File: src/design/sqs_ram.sv
// ---------------------------------------------------------------------------
// sqs_ram
// Generic single-write, single-read RAM with a registered read port.
// ---------------------------------------------------------------------------
module sqs_ram #(
  parameter int Width = 8,
  parameter int Depth = 256
) (
  input  logic                     clk_i,
  input  logic                     we_i,
  input  logic [$clog2(Depth)-1:0] waddr_i,
  input  logic [Width-1:0]         wdata_i,
  input  logic [$clog2(Depth)-1:0] raddr_i,
  output logic [Width-1:0]         rdata_o
);

  logic [Width-1:0] mem_q [Depth];

  // Write, then read through the registered read port
  always_ff @(posedge clk_i) begin
    if (we_i) begin
      mem_q[waddr_i] <= wdata_i;
    end
    rdata_o <= mem_q[raddr_i];
  end

endmodule

File: config.mk
export PLATFORM = sky130hd
export DESIGN_NAME = sqs_ram
export DESIGN_NICKNAME = d
export VERILOG_FILES = /design/src/design/sqs_ram.sv
export SDC_FILE = /design/constraint.sdc
export NUM_CORES = 2
export LEC_CHECK = 0
export ABC_AREA = 1
export ABC_CLOCK_PERIOD_IN_PS = 4500
export BUFFER_PORTS_ARGS = -buffer_cell sky130_fd_sc_hd__buf_2
export CAP_MARGIN = 20
export CORE_MARGIN = 4
export CORE_UTILIZATION = 40
export CTS_CLUSTER_DIAMETER = 120
export DETAILED_ROUTE_END_ITERATION = 6
export PLACE_DENSITY = 0.58
export SYNTH_ARGS = -nofsm -noshare
export SYNTH_HDL_FRONTEND = slang
export SYNTH_SLANG_ARGS = --single-unit
File: constraint.sdc
create_clock -name clk_i -period 4.5 [get_ports clk_i]
set_input_delay 0.9 -clock clk_i [delete_from_list [all_inputs] [get_ports clk_i]]
set_output_delay 0.9 -clock clk_i [all_outputs]
set_load 0.01 [all_outputs]
Word-level counts from Yosys, hierarchy flattened
Memory sizes are Yosys's and may differ from the RTL's. A register that Yosys moved wholly into a read port is not among the register bits.
Cells that the tools add are included.
{"block": "totals", "ff_bits": 0, "input_bits": 26, "memories": 1, "ram_bits": 2048, "word_cells": 3, "latchBits": 0, "mem_bits_ro": 0}
{"memory": "mem_q", "depth": 256, "word_bits": 8, "rd": 1, "rd_clocked_by_memory_dff": 1, "wr": 1, "line": "17", "rtl": "logic [Width-1:0] mem_q [Depth];"}
{"block": "op_classes", "n_reduce_logical": 0, "addsub": 0, "n_div": 0, "n_shift": 0, "n_bitwise": 0, "multipliers": 0, "order_cmp": 0, "n_eq_ne": 0, "n_mux": 2}
{"operator": "2-to-1 mux 1 bit", "count": 2}

Longest topological paths before layout
{"block": "depth", "ltp_word": 2, "ltp_mapped": 15, "mapped_depth_nobuf": 11}

Worst setup path before layout
No wires, ideal clock.
{"block": "synth_timing", "kind": "input port to flip-flop", "startpoint": "in we_i", "endpoint": "mem mem_q[162][0] (enable)", "stages": 4, "t_arrival_ns": 2.021, "setup_slack_ns": 2.109, "cell_sequence": "clkbuf_1 > nand3_1 > clkbuf_1 > nor2_1"}
{"block": "synth_between", "elab_chain_cells": 2}
{"item": "start, declared", "line": "10", "rtl": "input logic we_i,"}
{"item": "2-to-1 mux 1 bit", "line": "21", "rtl": "if (we_i) begin"}
{"item": "2-to-1 mux 1 bit (implied by the code)", "line": "22", "rtl": "mem_q[waddr_i] <= wdata_i;"}
{"item": "end, declared", "line": "17"}
No other way between the ends.

==> results by group <==
Yosys
  • Synth Flop Type: edfxtp_1
  • Post-synthesis sequential area ratio: 0.739
  • Most area-hungry cell type in the Yosys netlist: edfxtp_1
  • Syn Inst Count: roughly 7.0k
  • Syn_area_per_cell: 11.9 sq um
  • Netlist area before placement: 83400 sq um
  • Synth top area share: 0.737
  • Flops & latches, synth: 2056
  • Most frequent cell after synthesis: nand2_1
  • Synth area leaders: edfxtp_1 (74%), nand3_1 (12%), nand2_1 (9.6%)
  • Cell variety after synth: 14
  • Ys async rst share: 0
  • Synth warn: 0
  • Post-Synthesis Net Count: 7029
  • Top post-synthesis cells by count: nand2_1 (2123), edfxtp_1 (2048), nand3_1 (2019)
  • EDFF count, synth: 2048

Clock tree
  • CTS buffer count: between 200 and 250
  • Reg clk slew, reported paths: 0.06 ns
  • Post-CTS Setup Bufs: 0
  • Clk Latency, worst-skew pair: 0.84 ns
  • CTS tree: built
  • Sink Count: 2056
  • Root buffer cell: clkbuf_16
  • Cts-stage hold buffer count: 0
  • # resized after CTS: 0
  • Maximum buffer depth of the clock tree: 3
  • H-tree Lvls: 4

Placement
  • GPL Wtd Cong: 0.840
  • Cell count after placement: 9551
  • Post-DP HPWL: around 140000 um
  • Port Buffers: 33

Route
  • Drt first-iter violations: 5892
  • Post-Route M1 WL: about 100000 um
  • Met2 Wirelength: 112000 um
  • Post-route DRC: 0
  • Top Layer Used: met4
  • Vias per cell: 5.49
  • Antenna-violating nets left: 0
  • WL per Instance: between 20 and 25 um
  • Via count: 54.5k
  • Met3 wire len: between 15000 and 20000 um
  • Final wirelength: ~240000 um
  • First-pass DRT Iterations: 6

Die
  • # IOs: 34
  • Core area: 207000 sq um
  • Row count: 167
  • Initial Utilization: 0.402
  • Total Die Area: between 200000 and 250000 sq um
  • Chip width: approximately 460 um
  • Die height: between 400 and 500 um

Timing
  • Final setup TNS: 0 ns
  • RSZ-0062 raised after global routing: no
  • Final Cycle Share: 0.696
  • Final setup fails: 0
  • Slew Viols, Final: 0
  • Worst Skew: 0.0317 ns
  • Fin crit period: 3.13 ns
  • Measured slew at the worst slew-check pin: approximately 1.1 ns
  • Worst slew margin: 0.251
  • Final Hold Viols: 0
  • Max frequency: around 320 MHz

Power and ir drop
  • PwrDens: 432 nW/um^2
  • Pleak: 32.1 nW
  • VDD IR max: between 0.4 and 0.5 mV
  • Total Power: just over 40 mW

Worst hold path
  • Worst Hold Class: in2reg

Layout
  • Synthesis-to-finish area growth: 12.0%
  • # nets final: between 6k and 7k
  • Fraction of layout cells with a size suffix above 1: 0.0725
  • FILL cells: 18.9k
  • Finished Core Util: 0.451
  • Layout Cells excl Fill: 9922

Worst setup path
  • Crit-path slowest cell: buf_4
  • CP delay by family, top: simple AND/OR/NAND/NOR gates
  • CP peak stage delay: 0.53 ns
  • Buffers & Inverters on Critical Path: 3
  • WP data arrival: 3.89 ns
  • Critical Path RT: about 5.3 ns
  • Most Frequent Cell on Critical Path: nand3_1
  • Critical path endpoint category: flop
  • WS Path Type: in2reg
  • Startpoint type of the worst setup path: primary input
  • CP Cell Sequence: buf_8, buf_4, buf_4, nand2_1, nand3_1, nand3_1, nand3_1, nand3_1, nand3_1, nand3_1, nand2_1, nand2_1, nand2_1
  • CP Max Fanout: 40

Global routing
  • Pin count of the biggest net entering global routing: 184
  • First-pass GRT wire length: ~350000 um
  • Total grt overflow: 0
  • Vias in the first global route: 52.3k
  • Global Route Usage Sum: 0.216
  • Antenna violations before repair: 11

Flow run
  • Max Cap Viol: 0

Outcome
  • Status: finished, final reports clean
-- cell usage in the layout, fill, tap and decap left out, types with 22 or more instances in the layout --
cell type | synthesis | routed
clkinv_1 | 0 | 49
clkbuf_16 | 0 | 211
edfxtp_1 | 2048 | 2048
nand3_1 | 2019 | 2019
clkinv_2 | 0 | 22
nand2_1 | 2123 | 2118
clkbuf_1 | 112 | 53
buf_4 | 46 | 161
inv_1 | 36 | 34
nor2_1 | 283 | 283
buf_12 | 0 | 49
-- state kept, by name, summed over array words and instances (netlist names) --
| register | cells |
|---|---|
| mem_q | 2048 |
| rdata_o | 8 |
-- cell type report --
cell class | count | area [sq um] | area share
Antenna cell | 5 | 12.5 | 0.000134
Clock buffer | 268 | 5530 | 0.0592
Clock inverter | 98 | 903 | 0.00967
Inverter | 39 | 180 | 0.00193
Multi-Input combinational cell | 4425 | 19100 | 0.205
Sequential cell | 2056 | 61700 | 0.660
Tap cell | 2788 | 3490 | 0.0373
Timing Repair Buffer | 243 | 2490 | 0.0266
-- final timing paths --
path	start	endpoint	slack [ns]	cells past startpoint
hold / removal	wdata_i[0]	mem_q[105][0]$_DFFE_PP_	0.31	1
setup / recovery	raddr_i[0]	rdata_o[2]$_DFF_P_	1.37	13
hold reg to reg	mem_q[182][4]$_DFFE_PP_	rdata_o[4]$_DFF_P_	1.00	10
setup reg to reg	mem_q[107][7]$_DFFE_PP_	rdata_o[7]$_DFF_P_	2.36	10
-- logic make-up after synthesis --
kind of cell,synth area share
buf+inv,0.0312
simple gates,0.229
flops,0.739
-- power breakdown --
part / switching (mW) / internal (mW)
clock: 7.19 / 9.57
combinational: 1.87 / 0.595
sequential: 0.0218 / 21.1
total: 9.07 / 31.3
-- per-stage QoR --
step | setup WS (ns) | hold slack (ns) | cell area, sq um
final | 1.37 | 0.310 | 93400
after global routing | 1.20 | 0.287 | 93400
after floorplan | 2.11 | 0.835 | 83400
after detailed placement | 0.552 | 1.01 | 87000
after global placement | 0.528 | 1.00 | 86900
after CTS | 1.43 | 0.264 | 93400
-- routing by layer --
layer / vias up / track usage
met5: - / 0
met4: 0 / 0.0757
met3: 390 / 0.0356
met2: 2219 / 0.342
met1: 27100 / 0.303
li1: 24800 / -
No activity file was read; power rests on OpenSTA's default activity.
