===== src/design/sqs_pkg.sv =====
// ---------------------------------------------------------------------------
// sqs_pkg
// Shared constants, codes and types of the quality sampler.
// ---------------------------------------------------------------------------
package sqs_pkg;

  localparam int MaxQualityLen = 1024;
  localparam int FillW         = $clog2(MaxQualityLen + 1);
  localparam int BufAw         = $clog2(MaxQualityLen);
  localparam int CountW        = 32;
  localparam int HistDepth     = 256;
  localparam int BinW          = 8;

  localparam logic [CountW-1:0] CountMax = {CountW{1'b1}};

  // Input functions
  localparam logic [1:0] FnByte  = 2'd0;
  localparam logic [1:0] FnEnd   = 2'd1;
  localparam logic [1:0] FnRead  = 2'd2;
  localparam logic [1:0] FnClear = 2'd3;

  // Line status codes
  localparam logic [2:0] StAccepted = 3'd0;
  localparam logic [2:0] StHeader   = 3'd1;
  localparam logic [2:0] StFew      = 3'd2;
  localparam logic [2:0] StNoQual   = 3'd3;
  localparam logic [2:0] StOverBud  = 3'd4;
  localparam logic [2:0] StTooLong  = 3'd5;
  localparam logic [2:0] StScanStop = 3'd6;

  // Result kinds
  localparam logic KindLine = 1'b0;
  localparam logic KindBin  = 1'b1;

  // Register indexes
  localparam logic RegScanBudget = 1'b0;
  localparam logic RegQualBudget = 1'b1;

  // Columns
  localparam logic [3:0] ColFlag = 4'd1;
  localparam logic [3:0] ColSeq  = 4'd9;
  localparam logic [3:0] ColQual = 4'd10;
  localparam logic [3:0] ColPast = 4'd11;

  localparam logic [7:0] ChAt    = 8'h40;
  localparam logic [7:0] ChStar  = 8'h2A;
  localparam logic [7:0] ChTab   = 8'h09;
  localparam logic [7:0] ChLf    = 8'h0A;
  localparam logic [7:0] ChZero  = 8'h30;
  localparam logic [7:0] ChNine  = 8'h39;

  // Parse state of the current line
  typedef struct packed {
    logic [3:0]       col;
    logic [4:0]       flag_res;
    logic             flag_done;
    logic             has_bytes;
    logic             header;
    logic             over;
    logic             first_star;
    logic [15:0]      seq_len;
    logic [15:0]      qual_len;
    logic [FillW-1:0] fill;
  } sqs_line_t;

endpackage


===== src/design/sqs_line_parser.sv =====
// ---------------------------------------------------------------------------
// sqs_line_parser
// Column tracker of one SAM line: FLAG residue, SEQ and QUAL lengths, and
// the write port into the quality buffer.
// ---------------------------------------------------------------------------
module sqs_line_parser (
  input  logic                     clk_i,
  input  logic                     rst_ni,
  input  logic                     byte_en_i,
  input  logic [7:0]               byte_i,
  input  logic                     clear_i,
  output sqs_pkg::sqs_line_t       line_o,
  output logic                     buf_we_o,
  output logic [sqs_pkg::BufAw-1:0] buf_waddr_o,
  output logic [7:0]               buf_wdata_o
);

  sqs_pkg::sqs_line_t line_q, line_d;
  logic               is_header;
  logic               is_digit;

  assign is_header   = line_q.header | (!line_q.has_bytes && byte_i == sqs_pkg::ChAt);
  assign is_digit    = (byte_i >= sqs_pkg::ChZero) && (byte_i <= sqs_pkg::ChNine);
  assign buf_waddr_o = line_q.fill[sqs_pkg::BufAw-1:0];
  assign buf_wdata_o = byte_i;
  assign line_o      = line_q;

  // Advance the column state by one byte
  always_comb begin
    line_d   = line_q;
    buf_we_o = 1'b0;
    if (clear_i) begin
      line_d = '0;
    end else if (byte_en_i) begin
      line_d.has_bytes = 1'b1;
      line_d.header    = is_header;
      if (!is_header) begin
        if (byte_i == sqs_pkg::ChTab) begin
          if (line_q.col < sqs_pkg::ColPast) line_d.col = line_q.col + 4'd1;
        end else if (line_q.col == sqs_pkg::ColFlag) begin
          if (!line_q.flag_done) begin
            if (is_digit) begin
              line_d.flag_res = 5'(({3'b0, line_q.flag_res} * 8'd10)
                                   + (byte_i - sqs_pkg::ChZero));
            end else begin
              line_d.flag_done = 1'b1;
            end
          end
        end else if (line_q.col == sqs_pkg::ColSeq) begin
          if (line_q.seq_len != 16'hFFFF) line_d.seq_len = line_q.seq_len + 16'd1;
        end else if (line_q.col == sqs_pkg::ColQual) begin
          if (line_q.qual_len != 16'hFFFF) line_d.qual_len = line_q.qual_len + 16'd1;
          if (line_q.fill < sqs_pkg::FillW'(sqs_pkg::MaxQualityLen)) begin
            buf_we_o    = 1'b1;
            line_d.fill = line_q.fill + sqs_pkg::FillW'(1);
            if (line_q.fill == '0) line_d.first_star = (byte_i == sqs_pkg::ChStar);
          end else begin
            line_d.over = 1'b1;
          end
        end
      end
    end
  end

  always_ff @(posedge clk_i or negedge rst_ni) begin
    if (!rst_ni) begin
      line_q <= '0;
    end else begin
      line_q <= line_d;
    end
  end

endmodule


===== config.mk =====
export PLATFORM = sky130hd
export DESIGN_NAME = sqs_line_parser
export DESIGN_NICKNAME = d
export VERILOG_FILES = /design/src/design/sqs_pkg.sv /design/src/design/sqs_line_parser.sv
export SDC_FILE = /design/constraint.sdc
export NUM_CORES = 1
export LEC_CHECK = 0
export BUFFER_PORTS_ARGS = -buffer_cell sky130_fd_sc_hd__buf_2
export CAP_MARGIN = 20
export CORE_ASPECT_RATIO = 1.4
export CORE_MARGIN = 8
export CORE_UTILIZATION = 34
export CTS_CLUSTER_SIZE = 40
export DETAILED_ROUTE_END_ITERATION = 10
export GPL_TIMING_DRIVEN = 0
export PLACE_DENSITY_LB_ADDON = 0.12
export SLEW_MARGIN = 5
export SYNTH_ARGS = -nofsm -noshare
export SYNTH_HDL_FRONTEND = slang
export SYNTH_SLANG_ARGS = --single-unit

===== constraint.sdc =====
create_clock -name clk_i -period 2.3 [get_ports clk_i]
set_input_delay 0.345 -clock clk_i [delete_from_list [all_inputs] [get_ports clk_i]]
set_output_delay 0.345 -clock clk_i [all_outputs]
set_load 0.01 [all_outputs]

# --- Yosys cells after proc, flatten, opt, wreduce, memory -nomap -nowiden ---
# Cells that the tools add are included.
classes:
  n_bitwise: 1
  add_sub_neg: 6
  n_reduce_logical: 23
  muxes: 32
  multipliers: 1
  n_eq_ne: 14
  order_cmp: 4
op_table:
  columns: ["operator", "n"]
  rows:
  - ["$mux W45", 3]
  - ["$mux W57", 2]
  - ["$mux W27", 2]
  - ["$mux W16", 3]
  - ["$add A16 B1 Y16 const B", 2]
  - ["$ne A16 B16 Y1 const B", 2]
  - ["$reduce_bool A2 Y1", 11]
  - ["$reduce_and A7 Y1", 3]
  - ["$mux W6", 3]
  - ["$mux W1", 12]
  - ["$ne A2 B2 Y1 const B", 6]
  - ["$reduce_and A6 Y1", 2]
  - ["$add A11 B1 Y11 const B", 1]
  - ["$logic_not A11 Y1", 1]
  - ["$lt A11 B11 Y1 const B", 1]
  - ["$mux W11", 1]
  - ["$mux W10", 1]
  - ["$eq A4 B4 Y1 const B", 2]
  - ["$eq A8 B4 Y1 const B", 1]
  - ["$eq A8 B6 Y1 const B", 1]
  - ["$eq A8 B7 Y1 const B", 1]
  - ["$ge A8 B6 Y1 const B", 1]
  - ["$le A8 B6 Y1 const B", 1]
  - ["$mux W4", 2]
  - ["13 further kinds", 16]
word_totals:
  out_inout_bits: 76
  regBits: 57
  input_bits: 12
  word_cells: 91

# --- Logic depth before layout (Yosys ltp) ---
logic_depth:
  depth_word: 10
  mapped_depth: 9
  ltp_nobuf: 8

# --- Worst setup path after synthesis ---
# OpenSTA, ideal clock, no wires.
synth_path:
  kind: "register to output"
  startpoint: "reg line_q (netlist bit line_o[55])"
  endpoint: "out buf_we_o"
  path_slack_ps: -180
  stages_incl_launch_ff: 8
  n_path_buf: 3
  t_arrival_ps: 2135
  t_required_ps: 1955
  path_cell_list: "dfrtp_1 > or3b_1 > buf_2 > or3_1 > or2_4 > buf_6 > clkbuf_1 > nor3_1"
synth_via:
  elab_chain_len: 8
  elab_cells_between_ends: 10
  cone_classes: "eq/ne: 3; mux: 7"
synth_rtl:
  columns: ["element", "line_no", "text"]
  rows:
  - ["start, declared", "sqs_line_parser.sv:18", "sqs_pkg::sqs_line_t line_q, line_d;"]
  - ["start signal, assigned", "sqs_line_parser.sv:69", "line_q <= line_d;"]
  - ["$eq A4 B4 Y1", "sqs_line_parser.sv:51", "end else if (line_q.col == sqs_pkg::ColQual) begin"]
  - ["$mux W1", "sqs_line_parser.sv:51", null]
  - ["$mux W1", "sqs_line_parser.sv:49", "end else if (line_q.col == sqs_pkg::ColSeq) begin"]
  - ["$mux W1 (*)", "sqs_line_parser.sv:40", "end else if (line_q.col == sqs_pkg::ColFlag) begin"]
  - ["$mux W1 (*)", "sqs_line_parser.sv:38", "if (byte_i == sqs_pkg::ChTab) begin"]
  - ["$mux W1 (*)", "sqs_line_parser.sv:37", "if (!is_header) begin"]
  - ["$mux W1 (*)", "sqs_line_parser.sv:34", "end else if (byte_en_i) begin"]
  - ["$mux W1 (*)", "sqs_line_parser.sv:32", "if (clear_i) begin"]
  - ["end, declared", "sqs_line_parser.sv:13", "output logic buf_we_o,"]
# Every way passes the cells marked *; elsewhere a longest branch is shown, timed or not.

# --- Worst setup path in the final report ---
layout_path:
  startpoint: "reg line_q (netlist bit line_o[45])"
  endpoint: "out buf_we_o"
layout_via:
  elab_chain_len: 4
layout_rtl:
  columns: ["element", "line_no", "text"]
  rows:
  - ["$or A1 B1 Y1", "sqs_line_parser.sv:22", "assign is_header = line_q.header | (!line_q.has_bytes && byte_i == sqs_pkg::ChAt);"]
  - ["$mux W1", "sqs_line_parser.sv:37", null]
  - ["$mux W1", "sqs_line_parser.sv:34", null]
  - ["$mux W1", "sqs_line_parser.sv:32", null]
# No other way between the ends.

==> results.md <==
- DRT iter0 DRCs: 147
- MaxCap Viol Count: 0
- Hold WC Path Type: in2async
- Worst Path Required: 1960 ps
- Post-route ant nets: 0
- Syn nets: 400
- Largest cells by area after synthesis: dfrtp_1 (41%), a21oi_1 (4.5%), ha_1 (4.3%)
- Worst setup SP type: flip-flop
- Most common cell in the netlist: dfrtp_1
- NetSw: 0.510 mW
- P&R area growth vs syn: 37.4%
- Clock skew: 6.22 ps
- Initial antenna violation count: 0
- Total grt overflow: 0
- Clock Tree Root: clkbuf_16
- Synth top area share: 41.1%
- Fillers: 992
- Clock power frac: 52.0%
- Synth Warn #: 0
- Fmax: 0.386 GHz
- RSZ-0062 raised after global routing: yes
- R2r setup slk: -140 ps
- Via density: 5.26
- Tcrit/Tclk final: 113%
- Vias in the first global route: 3489
- Final min period: 2590 ps
- Violated checks: negative setup slack
- Crit-path max FO: 2
- Seq cells post-synth: 57
- Crit path kind: reg2out
- Fin. Hold Viols: 0
- VDD IR-drop max: 0.325 mV
- Synth area leader: dfrtp_1
- Post-synth EDFFs: 0
- CTS Buffer Depth: 2
- Core area: 9950 um^2
- Register area share after synthesis: 41.1%
- DR vias: 3277
- Diode count: 0
- Seq pwr share: 43.3%
- Crit end category: output pin
- GPL Wtd Cong: 0.799
- Starting Density: 34.9%
- Leakage: 2.15 nW
- Critical R2R Capture: line_o[38]
- Max-slew headroom: 44.3%
- Die width: 101 um
- CTS buffer count: 9
- CTS sink count: 57
- Int Pwr: 1.82 mW
- NumNets Final: 510
- Worst setup margin: -291 ps
- Final slew viol count: 0
- Layout cells sized above 1: 39.8%
- CTS tree: built
- GR Util All Layers: 15.6%
- Reg clk slew, reported paths: 50 ps
- Netlist Area Pre-Place: 3470 um^2
- Main flop type after synthesis: dfrtp_1
- Clk_lat worst skew: 320 ps
- First-pass GRT wire length: 17.1 mm
- Final core occ: 47.9%
- Total iterations of the first detailed-routing run: 4
- Die area: 13800 um^2
- R2R depth: 8
- CP Data Arrival Time: 2250 ps
- Largest net degree at the start of global routing: 58
- Placed Area: 4110 um^2
- Pwr per Cell Area: 488 nW/um^2
- Status: finished, violations left
- Final setup violation count: 10
- I/O pin cnt: 88
- Async set or reset register ratio after synthesis: 100%
- Net Sw Frac: 21.9%
- H-tree Lvls: 3
- Launch point of the worst reg-to-reg path: line_o[54]
- Die span in y: 136 um
- # DRC: 0
- Row count: 43
- Syn_area_per_cell: 9.26 um^2
- Final wirelength: 10.3 mm
- Part of the power in combinational logic: 4.7%
- Slew at the pin with the worst max-slew slack: 834 ps
- Wirelength per Cell: 16.6 um
- Final Instance Area: 4770 um^2
- Post-detail-place hpwl: 7.34 mm
- Most instantiated cells after synthesis: dfrtp_1 (57), nor2_1 (37), a21oi_1 (31)
- Synthesized instance count: 375
- Port buffer count: 86
- Yosys cell types: 48
## power by group through the flow
stage | clock network, mW | registers, mW | logic (mW)
final | 1.21 | 1.01 | 0.110
after global routing | 1.28 | 1.01 | 0.124
after CTS | 1.23 | 1.01 | 0.114
after detailed placement | 0 | 1.02 | 0.112
after global placement | 0 | 1.02 | 0.111
after floorplan | 0 | 1.02 | 0.0486
## worst max path at each step
stage / slack, ps / depth (start not counted) / endpoint / from
finish: -290 / 7 / buf_we_o / line_o[45]
global route: -370 / 7 / buf_we_o / line_o[45]
CTS: -380 / 8 / buf_we_o / line_o[55]
detailed placement: -470 / 8 / line_o[23] / line_o[11]
global placement: -450 / 8 / line_o[23] / line_o[11]
floorplan: -30 / 7 / buf_we_o / line_o[45]
## kinds of logic after synthesis
group	Yosys count	synth area share, %
buf+inv	50	7.82
simple gates	166	28.4
fa+ha+maj	13	4.90
mux	7	2.16
flops	57	41.1
xor+xnor	19	4.79
compound gates	63	10.9
## through the flow
stage / TNS [ps] / hold WS [ps] / total power, mW / std cells / worst slack, ps
global placement: -6810 / 506 / 1.13 / 596 / -452
floorplan: -61.3 / 49.4 / 1.07 / 375 / -31.8
CTS: -2150 / 136 / 2.35 / 618 / -378
detailed placement: -7970 / 477 / 1.14 / 596 / -469
global route: -2160 / 167 / 2.41 / 623 / -371
finish: -1030 / 91.6 / 2.33 / 623 / -291
## cell type report
cell class              count  area [um^2]  area share [%]
flip-flops and latches     57         1430            30.0
multi-input cells         268         2050            43.0
inverters                  12         45.0           0.944
repair buffers            104          579            12.1
plain buffers              33          233            4.88
clock buffers              14          264            5.53
well taps                 135          169            3.54
## registers in the layout, indices dropped and copies added (netlist names)
| name | flops |
|---|---|
| buf_waddr_o | 10 |
| line_o | 47 |
## routing by layer
metal / part of all wire, % / global-route usage, % / up-vias / wire length, um
met3: 4.9 / 4.37 / 12 / 511
li1: - / - / 1575 / -
met5: 0 / 0 / - / 0
met1: 41 / 16.8 / 1631 / 4200
met4: 1.3 / 5.24 / 0 / 136
met2: 53 / 28.1 / 59 / 5490
## cell usage in the layout (no fill, tap or decap), types with 9 or more instances in the layout
cell	count
a21oi_1	20
a21oi_2	11
buf_2	85
buf_4	36
clkbuf_1	11
clkbuf_16	10
dfrtp_1	55
ha_1	10
inv_1	10
nand2_1	13
nand3_1	12
nand4_1	10
nor2_1	36
nor4_1	9
o21ai_0	12
xnor2_1	16
## what timing repair did
action,4_1_cts,5_1_grt
hold buffers,0,0
pin swaps,8,16
setup endpoints to repair,28,44
gates resized for setup,29,36
setup buffers,10,8
## critical path: stages, from the launching register on
cell and delay [ps]:
dfrtp_1 370, or3b_4 410, or3_4 330, or2_4 260, buf_8 120, clkbuf_16 130, nor3_4 140, buf_2 150
(Power assumes the default switching activity.)
